File: src/rtl/vector3_normalize_top_defines.svh
// Assertion macros used by the normalizer top level.
`ifndef VECTOR3_NORMALIZE_TOP_DEFINES_SVH
`define VECTOR3_NORMALIZE_TOP_DEFINES_SVH

`ifndef SYNTHESIS
// Check a property on every rising clock edge outside reset.
`define NRM_ASSERT(lbl, clk, rst_n, prop, msg) \
  lbl: assert property (@(posedge clk) disable iff (!rst_n) prop) else $error(msg);
// Check a property on every rising clock edge, reset included.
`define NRM_ASSERT_ALWAYS(lbl, clk, prop, msg) \
  lbl: assert property (@(posedge clk) prop) else $error(msg);
`else
`define NRM_ASSERT(lbl, clk, rst_n, prop, msg)
`define NRM_ASSERT_ALWAYS(lbl, clk, prop, msg)
`endif

`endif

File: src/rtl/nrm_pkg.sv
package nrm_pkg;

  // Default input component width.
  localparam int IN_WIDTH_DEF = 16;
  // Default fraction bits of the unit vector.
  localparam int OUT_FRAC_DEF = 14;
  // Fraction bits of the vector length.
  localparam int LEN_FRAC = 8;
  // Width of each normalized output word.
  localparam int OUT_W = 16;

  // Sideband that travels with each item through the pipeline.
  typedef struct packed {
    logic       valid;
    logic       zero;
    logic [2:0] sign;
  } nrm_side_t;

endpackage

File: src/rtl/nrm_sqrt.sv
// Pipelined digit-by-digit square root of s * 2^(2*LEN_FRAC), one root bit per stage.
module nrm_sqrt #(
  parameter int IN_WIDTH = nrm_pkg::IN_WIDTH_DEF,
  parameter int PASS_W   = 3 * nrm_pkg::IN_WIDTH_DEF
) (
  input  logic                                   clk,
  input  logic                                   rst_n,
  input  logic                                   en,
  input  logic [2*IN_WIDTH-1:0]                  s_i,
  input  nrm_pkg::nrm_side_t                     side_i,
  input  logic [PASS_W-1:0]                      pass_i,
  output logic [IN_WIDTH+nrm_pkg::LEN_FRAC-1:0]  root_o,
  output nrm_pkg::nrm_side_t                     side_o,
  output logic [PASS_W-1:0]                      pass_o
);

  localparam int SW = 2 * IN_WIDTH;
  localparam int RB = IN_WIDTH + nrm_pkg::LEN_FRAC;
  localparam int RW = RB + 3;

  logic [SW-1:0]      s_r    [RB];
  logic [RW-1:0]      rem_r  [RB];
  logic [RB-1:0]      root_r [RB];
  nrm_pkg::nrm_side_t side_r [RB];
  logic [PASS_W-1:0]  pass_r [RB];

  genvar k;
  for (k = 0; k < RB; k++) begin : g_step
    localparam int I = RB - 1 - k;
    logic [SW-1:0]      s_in;
    logic [RW-1:0]      rem_in;
    logic [RB-1:0]      root_in;
    nrm_pkg::nrm_side_t side_in;
    logic [PASS_W-1:0]  pass_in;
    logic [1:0]         pair;
    logic [RW-1:0]      tmp;
    logic [RW-1:0]      trial;
    logic [RW-1:0]      rem_nxt;
    logic [RB-1:0]      root_nxt;

    // Pick the stage input
    if (k == 0) begin : g_first
      assign s_in    = s_i;
      assign rem_in  = '0;
      assign root_in = '0;
      assign side_in = side_i;
      assign pass_in = pass_i;
    end else begin : g_next
      assign s_in    = s_r[k-1];
      assign rem_in  = rem_r[k-1];
      assign root_in = root_r[k-1];
      assign side_in = side_r[k-1];
      assign pass_in = pass_r[k-1];
    end

    // Bring down the next pair of radicand bits; the low pairs are zero fraction bits
    if (I >= nrm_pkg::LEN_FRAC) begin : g_pair
      assign pair = s_in[2*(I-nrm_pkg::LEN_FRAC)+1 -: 2];
    end else begin : g_zero
      assign pair = 2'b00;
    end

    // Try subtracting 4*root+1
    always_comb begin
      tmp   = {rem_in[RW-3:0], pair};
      trial = {1'b0, root_in, 2'b01};
      if (tmp >= trial) begin
        rem_nxt  = tmp - trial;
        root_nxt = {root_in[RB-2:0], 1'b1};
      end else begin
        rem_nxt  = tmp;
        root_nxt = {root_in[RB-2:0], 1'b0};
      end
    end

    // Advance the stage when the pipeline moves
    always_ff @(posedge clk) begin
      if (!rst_n) begin
        side_r[k].valid <= 1'b0;
      end else if (en) begin
        s_r[k]    <= s_in;
        rem_r[k]  <= rem_nxt;
        root_r[k] <= root_nxt;
        side_r[k] <= side_in;
        pass_r[k] <= pass_in;
      end
    end
  end

  assign root_o = root_r[RB-1];
  assign side_o = side_r[RB-1];
  assign pass_o = pass_r[RB-1];

endmodule

File: config.mk
export PLATFORM = sky130hd
export DESIGN_NAME = nrm_sqrt
export DESIGN_NICKNAME = d
export VERILOG_FILES = /design/src/rtl/vector3_normalize_top_defines.svh /design/src/rtl/nrm_pkg.sv /design/src/rtl/nrm_sqrt.sv
export SDC_FILE = /design/constraint.sdc
export NUM_CORES = 2
export LEC_CHECK = 0
export ABC_CLOCK_PERIOD_IN_PS = 144700
export BUFFER_PORTS_ARGS = -buffer_cell sky130_fd_sc_hd__buf_2
export CORE_MARGIN = 3
export CORE_UTILIZATION = 45
export DETAILED_ROUTE_END_ITERATION = 6
export PLACE_DENSITY = 0.62
export RECOVER_POWER = 25
export SKIP_LAST_GASP = 1
export SLEW_MARGIN = 20
export SYNTH_ARGS = -nofsm -noshare
export SYNTH_HDL_FRONTEND = slang
export SYNTH_SLANG_ARGS = --single-unit
export TNS_END_PERCENT = 5
File: constraint.sdc
create_clock -name clk -period 144.7 [get_ports clk]
set_input_delay 28.94 -clock clk [delete_from_list [all_inputs] [get_ports clk]]
set_output_delay 28.94 -clock clk [all_outputs]
set_load 0.03 [all_outputs]
Word level (Yosys, flattened, before mapping)
Memory sizes are Yosys's and may differ from the RTL's.
Index checks and enable logic that the tools add are counted.
{ "classes": {"n_addsub": 24, "n_lt_le_gt_ge": 24, "mux": 76, "n_bitwise": 24} }
{ "op_table": {"columns": ["op", "n"], "rows": [
  ["$mux 27", 24],
  ["$ge 27x26->1", 23],
  ["$sub 27x26->27", 23],
  ["$mux 1", 52],
  ["$or 1x1->1", 24],
  ["$sub 2x1->3 const B", 1],
  ["$ge 2x1->1 const B", 1]
]} }
{ "totals": {"regBits": 0, "ram_bits": 3264, "inputBits": 88, "word_cells": 153, "n_memories": 5} }
{ "mem_list": {"columns": ["memory", "depth", "width", "rd", "rd_clocked_by_memory_dff", "write_ports", "line_no", "rtl"], "rows": [
  ["pass_r", 24, 48, 24, 0, 24, "nrm_sqrt.sv:25", "logic [PASS_W-1:0] pass_r [RB];"],
  ["s_r", 24, 32, 23, 0, 24, "nrm_sqrt.sv:21", "logic [SW-1:0] s_r [RB];"],
  ["rem_r", 24, 27, 23, 0, 24, "nrm_sqrt.sv:22", "logic [RW-1:0] rem_r [RB];"],
  ["root_r", 24, 24, 24, 0, 24, "nrm_sqrt.sv:23", "logic [RB-1:0] root_r [RB];"],
  ["side_r", 24, 5, 24, 0, 24, "nrm_sqrt.sv:24", "nrm_pkg::nrm_side_t side_r [RB];"]
]} }

Logic depth before layout (Yosys ltp)
{ "logic_depth": {"word_depth": 4, "depth_mapped": 12} }

Worst setup path before layout
Ideal clock, no wire load.
{ "synth_path": {"path_type": "input -> register", "from": "input port rst_n", "to": "memory pass_r[0][0] (netlist bit) (enable)", "setup_ns": 3.026, "arrival_time_ns": 81.434, "required_time_ns": 141.674, "slack_ns": 60.240, "path_stages": 2, "path_buffers": 1, "path_cell_list": "clkbuf_1 and2_1"} }
{ "synth_lines": {"columns": ["element", "line_no", "rtl"], "rows": [
  ["start, declared", "nrm_sqrt.sv:7", "input logic rst_n,"],
  ["end, declared", "nrm_sqrt.sv:25", null]
]} }

==> results.yml <==
run_status:
  outcome: "complete, no violations"
die:
  start_util: 0.454
  die_area_sq_um: 211000
  coreArea_sq_um: 203000
  num_rows: 165
  ios: 165
  die_height_um: 459
  die_w_um: 459
logic_synthesis:
  ys.warnings.count: 0
  asyncSetResetFlopFracSynth: 0
  ys.flop_type: "edfxtp_1"
  synth_cells: 5739
  netlist-cell-type-count: 87
  syn-num-nets: 6144
  synth_edf_count: 2346
  synth.area.top_cells: "edfxtp_1, ha_1, xor2_1"
  synth_most_common_cell: "edfxtp_1"
  syn-cell-area_sq_um: 92300
  avgSynthCellArea_sq_um: 16.1
  synth_top_area_frac: 0.763
  synth_seq_cells: 2347
  synth_top_cell_by_area: "edfxtp_1"
  yosysSeqAreaShare: 0.763
  synth_common_cells: "edfxtp_1, inv_1, nand2_1"
routing:
  antenna_left: 0
  drc: 0
  drt_iter0_drc: 3193
  avgViaCountPerCell: 5.04
  wl_per_cell_um: 16.0
  routed-via-count: 45300
  first_pass_iters: 5
  wirelength_um: 144000
cts:
  ctsHoldBuffers: 0
  numCtsBuffers: 235
  cts_htree_levels: 4
  cts-root-buf: "clkbuf_16"
  cts_sinks: 2347
  cts_buffer_depth: 3
  clk_latency_ps: 870
  cts_setup_buffers: 0
  cts_tree: "done"
  ctsResizeCount: 0
  clk_pin_slew_worst_paths_ps: 60
sta:
  hold_ws_ps: 376
  final-max-slew-violation-count: 0
  setup_violations: 0
  period_minus_slack_ps: 32940
  fmax_mhz: 30.4
  worst_pin_slew_ps: 1070
  fin_setup_tns_ps: 0
  skew_ps: 66.9
  relSlewSlack: 0.285
  rsz0062_at_grt: "no"
  min_period_over_period: 0.228
  hold_viol: 0
global_routing:
  overflow: 0
  antenna_found_initial: 2
  grt_max_degree: 219
  grt_pass1_wl_um: 234000
  grt_pass1_vias: 45200
  globalRouteTotalUtil: 0.137
power:
  powerDensity_nw_per_um2: 14.2
  leakage_uw: 0.0373
  irDropWorstVdd_v: 0.0000125
min_path:
  hold_end: "pass_r[2][370]$_DFFE_PP_"
  min_path_cells: 0
  hold_path_class: "reg -> reg"
  worstHoldStart: "pass_r[2][322]$_DFFE_PP_"
worst_setup_path:
  cp_data_required_time_ps: 145160
  r2r-end: "rem_r[1][62]$_DFFE_PP_"
  worstReg2RegStart: "rem_r[1][36]$_DFFE_PP_"
  crit_path_max_fanout: 176
  ff2ff_setup_slack_ps: 140930
  worstSetupPathType: "in -> reg"
  r2r_cells: 7
  cp-end-kind: "register"
  cp-start-kind: "input pin"
  cp.arrival_ps: 33400
place:
  dp_hpwl_um: 94700
  port_buffers: 164
  globalplace.congestion: 0.862
  placed_cells: 8549
cells_and_area:
  layout.nets: 6520
  fin_cells: 8993
  syn_to_final_growth_pct: 13.3
  layout-drive-gt1-share: 0.105
job:
  drv_cap: 0
## final cells by class
| cell class | instances | area (sq um) |
|---|---|---|
| Fill cell | 16500 | 98500 |
| Sequential cell | 2347 | 70500 |
| Multi-Input combinational cell | 2940 | 20200 |
| Clock buffer | 275 | 6090 |
| Tap cell | 2672 | 3340 |
| Clock inverter | 167 | 1850 |
| Inverter | 386 | 1450 |
| Timing Repair Buffer | 205 | 1190 |
| Antenna cell | 1 | 2.50 |
## sequential cells by signal (all words and copies together), names as in the netlist
signal  flops
root_r    292
pass_r   1152
side_r    120
rem_r     543
s_r       240
## through the flow
| step | total power [uW] | util | setup WS (ps) | instance area [sq um] |
|---|---|---|---|---|
| 2_1_floorplan | 945 | - | 60240 | 92300 |
| 3_3_place_gp | 897 | 0.476 | 110920 | 96600 |
| 3_5_place_dp | 900 | 0.476 | 110820 | 96600 |
| 4_1_cts | 1510 | 0.515 | 111770 | 105000 |
| 5_1_grt | 1560 | 0.515 | 111410 | 105000 |
| 6_report | 1490 | 0.515 | 111760 | 105000 |
## per-layer routing
metal | share of wire | vias up | global-route usage
li1 | - | 22500 | -
met1 | 0.43 | 21800 | 0.175
met2 | 0.50 | 765 | 0.233
met3 | 0.041 | 283 | 0.0255
met4 | 0.031 | 0 | 0.0518
met5 | 0 | - | 0
## where the power goes
| part | total [uW] | leakage, uW | switching [uW] | internal (uW) |
|---|---|---|---|---|
| Sequential | 798 | 0.0219 | 13.1 | 784 |
| Combinational | 87.9 | 0.0115 | 54.0 | 33.8 |
| Clock | 604 | 0.00382 | 254 | 350 |
## how the worst max path moves through the flow
stage | startpoint | end | slack [ps] | cells past startpoint
2_1_floorplan | rst_n | pass_r[0][0]$_DFFE_PP_ | 60240 | 2
3_3_place_gp | en | pass_r[1][134]$_DFFE_PP_ | 110920 | 6
3_5_place_dp | en | rem_r[1][11]$_DFFE_PP_ | 110820 | 6
4_1_cts | rst_n | rem_r[1][13]$_DFFE_PP_ | 111770 | 6
5_1_grt | en | rem_r[1][17]$_DFFE_PP_ | 111410 | 6
6_report | rst_n | rem_r[0][202]$_DFFE_PP_ | 111760 | 6
## worst max-delay path: stages
cell and delay (ps):
buf_2 300, and2_4 690, buf_4 730, buf_12 610, buf_4 780, buf_4 920
## cell families (layout without fill, tap and decap cells)
kind of cell / Yosys count / count (layout) / synth area share
muxes: 57 / 57 / 0.00687
other: 1 / 2 / 0.0000406
adders and majority gates: 317 / 317 / 0.0435
xor gates and xnor gates: 404 / 404 / 0.0383
buffers and inverters: 452 / 1033 / 0.0186
DFF: 2347 / 2347 / 0.763
and+or+nand+nor: 1259 / 1259 / 0.0672
AOI/OAI and AO/OA: 902 / 902 / 0.0622
## layout by cell type (no fill, tap or decap), types with 52 or more instances in the layout
| master | n |
|---|---|
| ha_1 | 310 |
| clkinv_2 | 52 |
| nand2b_1 | 59 |
| a21oi_1 | 235 |
| nor3_1 | 120 |
| o21a_1 | 62 |
| nand2_1 | 335 |
| xnor2_1 | 197 |
| inv_1 | 383 |
| xor2_1 | 207 |
| a21o_1 | 105 |
| edfxtp_1 | 2346 |
| nor4_1 | 55 |
| buf_2 | 164 |
| nand3_1 | 74 |
| nor2_1 | 319 |
| o21ai_0 | 258 |
| clkbuf_16 | 238 |
Note: power is estimated with default switching activity, not from simulation.
