[src/rtl/vector3_normalize_top_defines.svh]
// Assertion macros used by the normalizer top level.
`ifndef VECTOR3_NORMALIZE_TOP_DEFINES_SVH
`define VECTOR3_NORMALIZE_TOP_DEFINES_SVH

`ifndef SYNTHESIS
// Check a property on every rising clock edge outside reset.
`define NRM_ASSERT(lbl, clk, rst_n, prop, msg) \
  lbl: assert property (@(posedge clk) disable iff (!rst_n) prop) else $error(msg);
// Check a property on every rising clock edge, reset included.
`define NRM_ASSERT_ALWAYS(lbl, clk, prop, msg) \
  lbl: assert property (@(posedge clk) prop) else $error(msg);
`else
`define NRM_ASSERT(lbl, clk, rst_n, prop, msg)
`define NRM_ASSERT_ALWAYS(lbl, clk, prop, msg)
`endif

`endif

[src/rtl/nrm_pkg.sv]
package nrm_pkg;

  // Default input component width.
  localparam int IN_WIDTH_DEF = 16;
  // Default fraction bits of the unit vector.
  localparam int OUT_FRAC_DEF = 14;
  // Fraction bits of the vector length.
  localparam int LEN_FRAC = 8;
  // Width of each normalized output word.
  localparam int OUT_W = 16;

  // Sideband that travels with each item through the pipeline.
  typedef struct packed {
    logic       valid;
    logic       zero;
    logic [2:0] sign;
  } nrm_side_t;

endpackage

[src/rtl/nrm_div.sv]
// Three pipelined restoring dividers, one quotient bit per stage:
// q = floor(a * 2^(OUT_FRAC_BITS+LEN_FRAC) / len), with a * 2^LEN_FRAC <= len.
module nrm_div #(
  parameter int IN_WIDTH      = nrm_pkg::IN_WIDTH_DEF,
  parameter int OUT_FRAC_BITS = nrm_pkg::OUT_FRAC_DEF
) (
  input  logic                                   clk,
  input  logic                                   rst_n,
  input  logic                                   en,
  input  logic [3*IN_WIDTH-1:0]                  mag_i,
  input  logic [IN_WIDTH+nrm_pkg::LEN_FRAC-1:0]  len_i,
  input  nrm_pkg::nrm_side_t                     side_i,
  output logic [3*(OUT_FRAC_BITS+1)-1:0]         q_o,
  output nrm_pkg::nrm_side_t                     side_o
);

  localparam int RB = IN_WIDTH + nrm_pkg::LEN_FRAC;
  localparam int DW = RB + 1;
  localparam int QW = OUT_FRAC_BITS + 1;
  localparam int NS = OUT_FRAC_BITS + 1;

  logic [DW-1:0]      r_r    [3][NS];
  logic [QW-1:0]      q_r    [3][NS];
  logic [RB-1:0]      len_r  [NS];
  nrm_pkg::nrm_side_t side_r [NS];

  genvar k, l;
  for (k = 0; k < NS; k++) begin : g_step
    logic [RB-1:0]      len_in;
    nrm_pkg::nrm_side_t side_in;

    if (k == 0) begin : g_first
      assign len_in  = len_i;
      assign side_in = side_i;
    end else begin : g_next
      assign len_in  = len_r[k-1];
      assign side_in = side_r[k-1];
    end

    for (l = 0; l < 3; l++) begin : g_lane
      logic [DW-1:0] r_in;
      logic [QW-1:0] q_in;
      logic [DW-1:0] r_nxt;
      logic [QW-1:0] q_nxt;
      logic          ge;

      // First step starts from a * 2^LEN_FRAC, later steps shift the remainder
      if (k == 0) begin : g_first
        assign r_in = {1'b0, mag_i[l*IN_WIDTH +: IN_WIDTH], {nrm_pkg::LEN_FRAC{1'b0}}};
        assign q_in = '0;
      end else begin : g_next
        assign r_in = {r_r[l][k-1][RB-1:0], 1'b0};
        assign q_in = q_r[l][k-1];
      end

      // Subtract the length where it fits
      always_comb begin
        ge    = (r_in >= {1'b0, len_in});
        r_nxt = ge ? (r_in - {1'b0, len_in}) : r_in;
        q_nxt = {q_in[QW-2:0], ge};
      end

      always_ff @(posedge clk) begin
        if (en) begin
          r_r[l][k] <= r_nxt;
          q_r[l][k] <= q_nxt;
        end
      end
    end

    // Advance length and sideband with the lanes
    always_ff @(posedge clk) begin
      if (!rst_n) begin
        side_r[k].valid <= 1'b0;
      end else if (en) begin
        len_r[k]  <= len_in;
        side_r[k] <= side_in;
      end
    end
  end

  for (l = 0; l < 3; l++) begin : g_out
    assign q_o[l*QW +: QW] = q_r[l][NS-1];
  end
  assign side_o = side_r[NS-1];

endmodule

[config.mk]
export PLATFORM = sky130hd
export DESIGN_NAME = nrm_div
export DESIGN_NICKNAME = d
export VERILOG_FILES = /design/src/rtl/vector3_normalize_top_defines.svh /design/src/rtl/nrm_pkg.sv /design/src/rtl/nrm_div.sv
export SDC_FILE = /design/constraint.sdc
export NUM_CORES = 2
export LEC_CHECK = 0
export BUFFER_PORTS_ARGS = -buffer_cell sky130_fd_sc_hd__buf_2
export CAP_MARGIN = 20
export CORE_UTILIZATION = 25
export DETAILED_ROUTE_END_ITERATION = 6
export GPL_TIMING_DRIVEN = 1
export SYNTH_ARGS = -nofsm -noshare
export SYNTH_HDL_FRONTEND = slang
export SYNTH_SLANG_ARGS = --single-unit
[constraint.sdc]
create_clock -name clk -period 18.1 [get_ports clk]
set_input_delay 1.81 -clock clk [delete_from_list [all_inputs] [get_ports clk]]
set_output_delay 1.81 -clock clk [all_outputs]
set_load 0.02 [all_outputs]
Yosys cells after proc, flatten, opt, wreduce, memory -nomap -nowiden:

Memory sizes are Yosys's and may differ from the RTL's.
Index checks and enable logic that the tools add are counted.

* $lt $le $gt $ge: 45
* bitwise gates (word level): 15
* multiplexer cells: 65
* add/sub/neg operators: 45

Operator list (count)
* 2-to-1 mux 25 bit: 45
* >= comparator 25 x 24 -> 1 bit: 42
* subtractor 25 x 24 -> 25 bit: 42
* subtractor 24 x 24 -> 25 bit: 3
* >= comparator 24 bit: 3
* 2-to-1 mux 1 bit: 20
* OR 1 bit: 15

* memories kept: 4
* word-level logic and storage cells: 174
* input port bits: 80
* bits in registers: 0
* output and inout port bits: 50
* memory bits (writable): 2193

Memories
* r_r: depth 3, bits a word 375, rd ports 3, clocked after memory_dff 0, write ports 3, line nrm_div.sv:22 `logic [DW-1:0] r_r [3][NS];`
* q_r: depth 3, bits a word 211, rd ports 3, clocked after memory_dff 0, write ports 3, line nrm_div.sv:23 `logic [QW-1:0] q_r [3][NS];`
* len_r: depth 15, bits a word 24, rd ports 14, clocked after memory_dff 0, write ports 15, line nrm_div.sv:24 `logic [RB-1:0] len_r [NS];`
* side_r: depth 15, bits a word 5, rd ports 15, clocked after memory_dff 0, write ports 15, line nrm_div.sv:25 `nrm_pkg::nrm_side_t side_r [NS];`

Depth between registers and ports, before layout:

* depth in word-level cells: 4
* mapped depth: 15
* gate-level depth less buffers: 13

Least setup slack after synthesis:

Ideal clock, no wire load.

* kind: input -> register
* start point: input rst_n
* end point: memory len_r[0][0] (netlist bit), enable pin
* data required time: 17.289 ns
* buffers on the path: 1
* data arrival time: 11.007 ns
* stages on the path: 2
* setup time: 0.811 ns
* setup slack: 6.282 ns
* cells stage by stage: clkbuf_1 and2_1

RTL lines
* from (decl): line nrm_div.sv:8 `input logic rst_n,`
* to (decl): line nrm_div.sv:24

==> metrics.md <==
| Metric | Value |
|---|---|
| Worst path arrival time | about 5600 ps |
| GPL Wtd Cong | ~0.95 |
| Number of I/O pins | 130 |
| Number of global-route vias before repair | around 80k |
| Wire length of the first global-routing pass | just under 500000 um |
| Full die area | ~0.46 mm^2 |
| Per-instance average area after synthesis | 11.0 um^2 |
| Relative slew slack | between 10% and 20% |
| Max-cap violation count | 0 |
| Leading area contributor after synthesis | edfxtp_1 |
| Initial core utilization | about a quarter |
| Peak fanout along the critical path | about 110 |
| Biggest area contributors in the synthesized netlist | edfxtp_1 (47%), ha_1 (12%), mux2_2 (5.1%), xnor2_1 (3.7%), a21oi_1 (3.6%) |
| Resize count post-CTS | 0 |
| Top-area cell type share of the netlist area | between 40% and 50% |
| DR vias/cell | 4.77 |
| Mapped Cells | roughly 10k |
| Number of distinct library cells after synthesis | 100 |
| Sink Count | approximately 1.8k |
| Number of pins with negative max-slew slack in the final report | 0 |
| Worst-Margin Slew | ~1300 ps |
| Run status | finished, final reports clean |
| Delay of the slowest cell on the worst path | approximately 840 ps |
| Hold slack | 370 ps |
| Maximum resistive drop on vdd | slightly above 0.09 mV |
| Overall fraction of global-route tracks in use | between 10% and 20% |
| Sequential area share after synthesis | a little under half |
| Synth Cell Area | about 0.11 mm^2 |
| Antenna violations before repair | 4 |
| H-tree levels | 4 |
| Slowest cell on the critical path | buf_4 |
| Tcrit/Tclk final | ~28% |
| Time the worst path needs with I/O delays and setup | between 5000 and 6000 ps |
| Die Ht | between 600 and 700 um |
| Area growth from synthesis to layout | 13.2% |
| Net count after synthesis | roughly 12k |
| Cts bufs inserted | 200 |
| Fin Setup TNS | 0 ps |
| Number of synthesized register bits | approximately 1.8k |
| Remaining number of nets flagged by the antenna check after routing | 0 |
| Final-layout fill cell count | around 47k |
| Number of buffer and inverter instances along the worst setup path | 4 |
| Most frequent cell after synthesis | edfxtp_1 |
| Area of the core region | about 0.45 mm^2 |
| Number of nets in the layout | approximately 12k |
| PD cells | ~180 mW/mm^2 |
| Width of the die | just under 700 um |
| Clock tree from TritonCTS | yes |
| Clk Tree Root Cell | clkbuf_16 |
| Post-detailed-route wirelength per cell | 19.5 um |
| Worst min-delay path category | flip-flop to flip-flop |
| Total vias in the final route | ~80k |
| Final Setup Violations | 0 |
| Share of post-route cells with drive strength above 1 | between 10 and 15% |
| Most frequent cells after synthesis | edfxtp_1 (1778), ha_1 (1054), a21oi_1 (814), nand2_1 (684), nor2_1 (662) |
| Std-Cell Rows | 247 |
| DP Wirelength | approximately 260000 um |
| Maximum buffer depth of the clock tree | 4 |
| Count of endpoints failing hold in the final timing report | 0 |
| Routed Wire Length | approximately 330000 um |
| First-pass DRT Iterations | 6 |
| Share of synthesized flip-flops with an asynchronous set or reset | 0% |
| Ordered cell list for the critical path | buf_12 -> and2_4 -> buf_4 -> buf_4 -> buf_4 |
| Clock network latency to the later pin of the worst-skew pair | 900 ps |
| Hold buffer count at CTS | 0 |
| Startpoint kind of the worst setup timing path | primary input |
| Worst clock skew | ~80 ps |
| Number of port buffers | between 100 and 150 |
| Clock-pin slew reported for the worst setup and hold paths after clock tree synthesis | ~60 ps |
| Required time of the critical path | approximately 19000 ps |
| Maximum number of pins on one net before global-route repair | between 100 and 150 |
| Setup repair after global routing missed its margin | no |
| Critical path endpoint category | flip-flop |
| Count of flip-flops with a built-in enable after synthesis | 1778 |
| Final routed DRC violation total | 0 |
| Warning count from the yosys run | 0 |
| Critical path class | primary input to flip-flop |
| Cell occurring most often along the worst timing path | buf_4 |
| Global route overflow | 0 |
| Gate family responsible for the most delay along the worst path | buffers and inverters |
| Static leakage | approximately 50 nW |
| Top FF cell, synth | edfxtp_1 |
| Peak clock frequency supported by timing | between 0.15 and 0.2 GHz |
| Drt first-iter violations | roughly 4.2k |
| Post-CTS Repair Setup Buffers | 0 |
## cells in the final DEF (no fill, tap or decap), types with 36 or more instances in the layout
cell / n
edfxtp_1: 1778
ha_1: 1054
a21oi_1: 812
nand2_1: 684
o21ai_0: 660
nor2_1: 658
inv_1: 639
mux2_2: 521
xnor2_1: 485
a21o_1: 401
xor2_1: 305
clkbuf_16: 204
nor3_1: 196
nand3_1: 193
nor2b_1: 165
o21a_1: 154
buf_2: 128
nand4_1: 124
nand2b_1: 123
a31oi_1: 100
and3_1: 98
o21bai_1: 90
buf_4: 82
a211oi_1: 73
o31ai_1: 65
and2_1: 53
or3_1: 51
o211ai_1: 48
fa_1: 39
mux2i_1: 38
a21boi_0: 36
bufinv_16: 36
## report_power, final
| group | internal [W] | total [W] | switching [W] |
|---|---|---|---|
| sequential | 0.00650 | 0.00740 | 0.000895 |
| clock | 0.00258 | 0.00434 | 0.00176 |
| combinational | 0.00502 | 0.0116 | 0.00657 |
| total | 0.0141 | 0.0233 | 0.00922 |
## path summary, 6_finish.rpt
path / from / endpoint / slack (ps) / depth (start not counted)
setup / recovery: en / len_r[4][37]$_DFFE_PP_ / 12970 / 5
hold / removal: side_r[5][2]$_DFFE_PP_ / side_r[6][2]$_DFFE_PP_ / 370 / 0
setup reg to reg: len_r[4][25]$_DFFE_PP_ / r_r[0][852]$_DFFE_PP_ / 13420 / 13
hold reg to reg: side_r[5][2]$_DFFE_PP_ / side_r[6][2]$_DFFE_PP_ / 370 / 0
## kinds of logic (layout without fill, tap and decap cells)
logic type,after synthesis,after routing,share of synthesized area (%)
AOI/OAI and AO/OA,2804,2804,15.7
xor gates and xnor gates,790,790,6.07
adders and majority gates,1093,1093,12.2
buffers and inverters,852,1219,2.90
DFF,1779,1779,46.8
muxes,576,576,5.70
other,0,7,0
and+or+nand+nor,2508,2508,10.5
## sequential cells by signal, summed over array words and instances, names as in the netlist
signal and count:
q_r 360, side_r 75, r_r 1008, len_r 336
## per-stage QoR
stage	power, W	instances	cell area [um^2]	utilization, %	setup WS, ps
after floorplan	0.0155	10400	114000	-	6280
after global placement	0.0188	16400	122000	26.9	12050
after detailed placement	0.0189	16400	122000	26.9	11980
after CTS	0.0234	16700	129000	28.5	12940
after global routing	0.0248	16700	129000	28.5	12760
final	0.0233	16800	129000	28.5	12970
## area by class of cell
| class | count | area (um^2) | area share [%] |
|---|---|---|---|
| antenna | 7 | 17.5 | 0.0136 |
| clock buffer | 226 | 5190 | 4.02 |
| clock inverter | 139 | 1760 | 1.36 |
| inverter | 640 | 2400 | 1.86 |
| multi-input combinational | 7771 | 57500 | 44.5 |
| sequential | 1779 | 53400 | 41.4 |
| tap | 5976 | 7480 | 5.79 |
| timing repair buffer | 214 | 1320 | 1.03 |
## routing by layer
metal  GRT usage [%]  routed length [um]
met3            1.39               10600
met2            25.0              164000
met5               0                  13
met4            9.14               25300
met1            14.9              128000
(Power assumes the default switching activity.)
